--- config.mk ---
export PLATFORM = sky130hd
export DESIGN_NAME = nts_dist
export DESIGN_NICKNAME = d
export VERILOG_FILES = /design/src/rtl/core/nts_dist.sv
export SDC_FILE = /design/constraint.sdc
export NUM_CORES = 2
export LEC_CHECK = 0
export ABC_AREA = 1
export ABC_CLOCK_PERIOD_IN_PS = 8720
export BUFFER_PORTS_ARGS = -buffer_cell sky130_fd_sc_hd__buf_4
export CAP_MARGIN = 10
export CORE_ASPECT_RATIO = 0.8
export CORE_MARGIN = 2
export CORE_UTILIZATION = 60
export CTS_CLUSTER_SIZE = 30
export DETAILED_ROUTE_END_ITERATION = 8
export PLACE_DENSITY = 0.78
export SYNTH_ARGS = -nofsm -noshare
export SYNTH_HDL_FRONTEND = slang
export SYNTH_SLANG_ARGS = --single-unit
export TNS_END_PERCENT = 30
--- constraint.sdc ---
create_clock -name clk_i -period 8.72 [get_ports clk_i]
set_input_delay 0.872 -clock clk_i [delete_from_list [all_inputs] [get_ports clk_i]]
set_output_delay 0.872 -clock clk_i [all_outputs]
set_load 0.05 [all_outputs]
--- src/rtl/core/nts_dist.sv ---
// ----------------------------------------------------------------------------
// nts_dist: pipelined squared distance unit
// Takes one stored point per cycle and returns its exact squared Euclidean
// distance to the query, with its tag, via registered magnitude, square, sum.
// ----------------------------------------------------------------------------
module nts_dist #(
  parameter int CW = 16,
  parameter int AW = 8
) (
  input  logic                 clk_i,
  input  logic                 rst_ni,
  input  logic                 valid_i,
  input  logic [AW-1:0]        idx_i,
  input  logic signed [CW-1:0] px_i,
  input  logic signed [CW-1:0] py_i,
  input  logic signed [CW-1:0] pz_i,
  input  logic signed [CW-1:0] qx_i,
  input  logic signed [CW-1:0] qy_i,
  input  logic signed [CW-1:0] qz_i,
  output logic                 valid_o,
  output logic [AW-1:0]        idx_o,
  output logic [2*CW+1:0]      dist_o,
  output logic                 busy_o
);

  localparam int DW = 2 * CW + 2;

  logic              s1_v_q, s2_v_q, s3_v_q;
  logic [AW-1:0]     s1_idx_q, s2_idx_q, s3_idx_q;
  logic [CW:0]       mag_x_d, mag_y_d, mag_z_d;
  logic [CW:0]       mag_x_q, mag_y_q, mag_z_q;
  logic [DW-1:0]     sq_x_q, sq_y_q, sq_z_q;
  logic [DW-1:0]     sum_q;
  logic signed [CW:0] dx, dy, dz;

  // Differences fit in CW+1 bits, so their magnitudes do too.
  always_comb begin
    dx = (CW+1)'(px_i) - (CW+1)'(qx_i);
    dy = (CW+1)'(py_i) - (CW+1)'(qy_i);
    dz = (CW+1)'(pz_i) - (CW+1)'(qz_i);
    mag_x_d = dx[CW] ? $unsigned(-dx) : $unsigned(dx);
    mag_y_d = dy[CW] ? $unsigned(-dy) : $unsigned(dy);
    mag_z_d = dz[CW] ? $unsigned(-dz) : $unsigned(dz);
  end

  always_ff @(posedge clk_i or negedge rst_ni) begin
    if (!rst_ni) begin
      s1_v_q <= 1'b0;
      s2_v_q <= 1'b0;
      s3_v_q <= 1'b0;
    end else begin
      s1_v_q <= valid_i;
      s2_v_q <= s1_v_q;
      s3_v_q <= s2_v_q;
    end
  end

  always_ff @(posedge clk_i) begin
    s1_idx_q <= idx_i;
    mag_x_q  <= mag_x_d;
    mag_y_q  <= mag_y_d;
    mag_z_q  <= mag_z_d;
    s2_idx_q <= s1_idx_q;
    sq_x_q   <= DW'(mag_x_q) * DW'(mag_x_q);
    sq_y_q   <= DW'(mag_y_q) * DW'(mag_y_q);
    sq_z_q   <= DW'(mag_z_q) * DW'(mag_z_q);
    s3_idx_q <= s2_idx_q;
    sum_q    <= sq_x_q + sq_y_q + sq_z_q;
  end

  assign valid_o = s3_v_q;
  assign idx_o   = s3_idx_q;
  assign dist_o  = sum_q;
  assign busy_o  = s1_v_q | s2_v_q | s3_v_q;

endmodule

Yosys cells after proc, flatten, opt, wreduce, memory -nomap -nowiden. Index checks and enable logic that the tools add are counted.

Bits of input ports: 107. RAM bits: 0. Word-level logic and storage cells: 32. Memory bits (read-only): 0. Bits in registers: 214. Bits in latches: 0. Memories: 0.

Bitwise gates (word level): 2. Add/subtract/negate cells: 8. Equal/unequal tests: 0. Div/mod/pow operators: 0. Reduce and logical (&&, ||, !) cells: 0. Shift-type cells: 0. Muxes and demuxes: 3. Multipliers: 3. $lt $le $gt $ge: 0.

Operators with widths (number): $mul A17 B17 Y34 (3); $add A34 B34 Y34 (2); $neg A17 Y17 (3); $sub A16 B16 Y17 (3); $mux W16 (3); $or A1 B1 Y1 (2).

Depth between registers and ports, before layout.
Word-level depth: 3. Mapped depth: 27. Mapped depth without buffers: 25.

Worst setup path before layout. No wires, ideal clock.

Kind: reg2reg. From: register mag_z_q[7]. To: register sq_z_q[33]. Setup time: 0.113 ns. Buffers on the path: 2. Arrival: 5.328 ns. Stages on the path, launching flop included: 23. Period minus slack after synthesis: 5.440 ns. Slack: 3.280 ns. Required time: 8.607 ns. Path through: dfxtp_1 clkbuf_1 clkbuf_1 nand2_1 fa_1 inv_1 fa_1 inv_1 fa_1 inv_1 fa_1 fa_1 inv_1 fa_1 inv_1 ha_1 nand2_1 nor2_1 nand2_1 o21ai_0 nand4_1 nand3b_1 nand2_1.

Longest elaborated chain between the ends: 1.

Ends and longest elaborated chain: from (decl) (line 31) `logic [CW:0] mag_x_q, mag_y_q, mag_z_q;`; from (signal assigned) (line 62) `mag_z_q <= mag_z_d;`; $mul A17 B17 Y34 (line 66) `sq_z_q <= DW'(mag_z_q) * DW'(mag_z_q);`; to (signal assigned) (line 66); to (decl) (line 32) `logic [DW-1:0] sq_x_q, sq_y_q, sq_z_q;`.

No other way between the ends. A chain may end at the register's enable or synchronous reset.

Final worst setup path.
From: register mag_x_q[14]. To: register sq_x_q[21].

Longest elaborated chain between the ends: 1.

Ends and longest elaborated chain: from (decl) (line 31); from (signal assigned) (line 60) `mag_x_q <= mag_x_d;`; $mul A17 B17 Y34 (line 64) `sq_x_q <= DW'(mag_x_q) * DW'(mag_x_q);`; to (signal assigned) (line 64); to (decl) (line 32).

No other way between the ends.

==> results.md <==
Critical path:
- Data on the critical path is required at its endpoint by 9.21 ns.
- Along the worst path, the maximum fanout reaches 19.
- The worst register-to-register path begins at mag_x_q[14]$_DFF_P_.
- The start-to-end type of the worst setup path is reg2reg.
- The register-to-register setup slack is 2.31 ns.
- The arrival time at the worst endpoint is around 6.9 ns.
- For the worst flop-to-flop path, the logic depth is 18.
- STA classifies the critical path startpoint as a flip-flop.
- The end of the worst register-to-register path is sq_x_q[21]$_DFF_P_.
- The type of element capturing the critical path is a flip-flop.

STA:
- The worst pin sits at a relative slew slack of approximately 34%.
- Summed over all failing endpoints, the final setup total negative slack is 0 ns.
- The worst path in the final design needs a cycle of between 6 and 7 ns, including I/O delays and setup.
- At the pin with the least slew margin, the transition time is between 0.9 and 1 ns.
- The post-route clock period utilization is between 70% and 80%.
- The final setup violation count is 0.
- Setup repair after global routing left no endpoint under its margin.
- The hold violation count in the final report is 0.
- The final worst clock skew is 0.00964 ns.
- Static timing analysis puts the maximum clock frequency at approximately 160 MHz.
- The max-slew violation count was 0.
- The tightest hold path in the finished design has a slack of slightly above 0.08 ns.

Route:
- In the routed design, unresolved DRC markers number 0.
- The final routed wirelength across all metal layers is 83.2 mm.
- After detailed routing, the average wire length per cell comes to around 15 um.
- The vias after detailed routing is between 20k and 30k.
- Using the TritonRoute via totals, the vias-per-cell ratio works out to roughly 5.2.
- The number of iterations in the first detailed-routing pass is 6.
- The first routing iteration left roughly 2.1k violations.
- In this run the remaining antenna-violating nets after routing total 0.

Clocking:
- The number of sinks on the clock net is roughly 210.
- The clock transition at the registers of the reported paths is 0.07 ns.
- The maximum buffer depth of the clock tree is 3.
- Clock latency on the worst-skew pair, taken at its later pin, is 0.57 ns.
- The number of hold buffers added after cts is 0.
- The buffer count from post-CTS setup fixing is 0.
- The CTS tree is done.
- The tree is rooted in a clkbuf_16.
- The number of gates resized after cts is 0.
- The total number of H-tree levels is 1.
- Counting the buffers created by CTS gives 23.

Finish:
- Across the whole layout, storage elements account for around 4200 sq um.
- The repair_antennas step left the layout with diodes totalling 0.
- The most common cell after layout, fill and taps aside is inv_1.
- The combined area of the multi-input logic cells is around 27000 sq um.
- The net count of the finished layout is between 5k and 6k.
- The library cells used most frequently in the layout, excluding fill and tap cells, are 1293 x inv_1, 1030 x nand2_1, 606 x fa_1.
- The final core utilization is about two thirds.
- The number of fill cells in the layout is around 5.1k.
- The post-route netlist has 5.27% of its cells at a drive strength greater than 1.
- The post-synthesis to final-layout area growth is 6.72%.

Synth:
- In the synthesized netlist, the number of instances is ~4.7k.
- The flop and latch count out of synthesis is between 200 and 250.
- The cell type contributing the most total cell area after synthesis is fa_1.
- The fraction of post-synthesis cell area in the top cell type by area is 33.2%.
- Ranked by total cell area, the synthesized netlist is headed by fa_1 33%, ha_1 14%, inv_1 13%, dfxtp_1 11%, nand2_1 11%.
- The share of the yosys chip area belonging to registers is between 10% and 20%.
- The count of unique library cells instantiated by Yosys is 46.
- Yosys printed 0 warnings.
- The area of the mapped netlist is about 37000 sq um.
- The average cell area after synthesis is just under 8 sq um.

Status:
- The run finished with clean final reports.

Global route:
- The largest net degree at the start of global routing is 20.
- The number of antenna violations at the first check in global routing was 0.
- The remaining global-route overflow is 0.
- The first global-routing pass estimated roughly 140 mm of wire.
- For this run, the total global-route usage over all layers was measured as 27.7%.
- The number of global-route vias before repair is 29.3k.

Die:
- The cell row count is 80.
- In this run the standard cell core region covers around 60000 sq um.
- The floorplan step defined a die boundary enclosing 62900 sq um.
- The top-level I/O count is between 150 and 200.
- The die outline height is 225 um.
- The initial utilization of the core area, before any placement, comes to a little over 60%.
- The die width is approximately 280 um.

Place:
- The HPWL after detailed placement is 71.2 mm.
- Buffers placed on the I/O ports in this run total 150.
- Routability-driven placement finished with a final weighted congestion of 0.975.

Flow run:
- The number of max-cap violations is 0.

Hold path:
- In this run the worst hold path is classified as in2async.
-- worst max-delay path by stage --
| stage | from | end | slack, ns | cells past startpoint |
|---|---|---|---|---|
| global route | mag_x_q[14]$_DFF_P_ | sq_x_q[21]$_DFF_P_ | 1.98 | 18 |
| detailed placement | mag_x_q[14]$_DFF_P_ | sq_x_q[21]$_DFF_P_ | 2.45 | 18 |
| floorplan | mag_z_q[7]$_DFF_P_ | sq_z_q[33]$_DFF_P_ | 3.28 | 22 |
| global placement | mag_x_q[14]$_DFF_P_ | sq_x_q[21]$_DFF_P_ | 2.55 | 18 |
| finish | mag_x_q[14]$_DFF_P_ | sq_x_q[21]$_DFF_P_ | 2.31 | 18 |
| CTS | mag_x_q[14]$_DFF_P_ | sq_x_q[21]$_DFF_P_ | 2.40 | 18 |
-- flip-flops by register name, summed over array words and instances, names as in the netlist --
| signal | cells |
|---|---|
| dist_o | 34 |
| idx_o | 8 |
| mag_x_q | 17 |
| mag_y_q | 17 |
| mag_z_q | 17 |
| s1_idx_q | 8 |
| s1_v_q | 1 |
| s2_idx_q | 8 |
| s2_v_q | 1 |
| sq_x_q | 33 |
| sq_y_q | 33 |
| sq_z_q | 33 |
| valid_o | 1 |
-- cell type report --
class / count / share of cell area (%)
multi-input cells: 3063 / 69.2
inverters: 1295 / 12.5
flip-flops and latches: 211 / 10.9
repair buffers: 153 / 2.95
well taps: 779 / 2.50
clock buffers: 26 / 1.53
clock inverters: 16 / 0.456
-- logic make-up after synthesis --
logic type,share of synthesized area (%)
flops,11.6
xor+xnor,4.45
simple gates,16.6
compound gates,5.69
fa+ha+maj,47.1
buf+inv,14.5
other cells,0.0103
-- synth_stat cells (all sizes together) --
cell type	number
conb	1
nor2	202
a21boi	3
dfrtp	3
o21ai	118
and2	7
dfxtp	208
buf	6
a211oi	1
clkbuf	106
o2111ai	1
nand3b	8
o21a	5
o311ai	1
and3	4
xor2	112
nand3	124
or2	6
a21o	15
ha	406
nor3	30
o31a	3
or3	1
a31oi	4
o31ai	1
nand2	1056
inv	1295
nor4	5
nand4	34
o21bai	11
xnor2	72
o211ai	7
a21oi	217
fa	606
-- metal layers --
layer	GRT usage (%)	vias to the layer above	part of all wire [%]
met4	5.00	0	1.8
met2	43.6	945	44
met1	41.2	13700	47
met3	3.83	122	7.5
met5	0	-	0
li1	-	13900	-
-- critical path, stage by stage, from the launching register on --
cell and delay [ns]:
dfxtp_1 0.94, nand2_1 0.24, fa_1 0.55, fa_1 0.51, fa_1 0.52, inv_1 0.06
fa_1 0.50, fa_1 0.49, inv_1 0.05, fa_1 0.48, inv_1 0.05, ha_1 0.37
nand2_1 0.13, nor2_1 0.15, inv_1 0.10, nor3_1 0.36, nand3_1 0.14, o21ai_0 0.44
xor2_1 0.22
-- per-stage QoR --
| step | cells | setup WS, ns | cell area [sq um] |
|---|---|---|---|
| after CTS | 5543 | 2.40 | 39000 |
| after floorplan | 4681 | 3.28 | 36500 |
| after global routing | 5543 | 1.98 | 39000 |
| after global placement | 5501 | 2.55 | 38200 |
| final | 5543 | 2.31 | 39000 |
| after detailed placement | 5501 | 2.45 | 38200 |
Power is left out: the tool's default activity adds up to more than one toggle a clock period on the data nets, which glitch-free logic cannot reach.
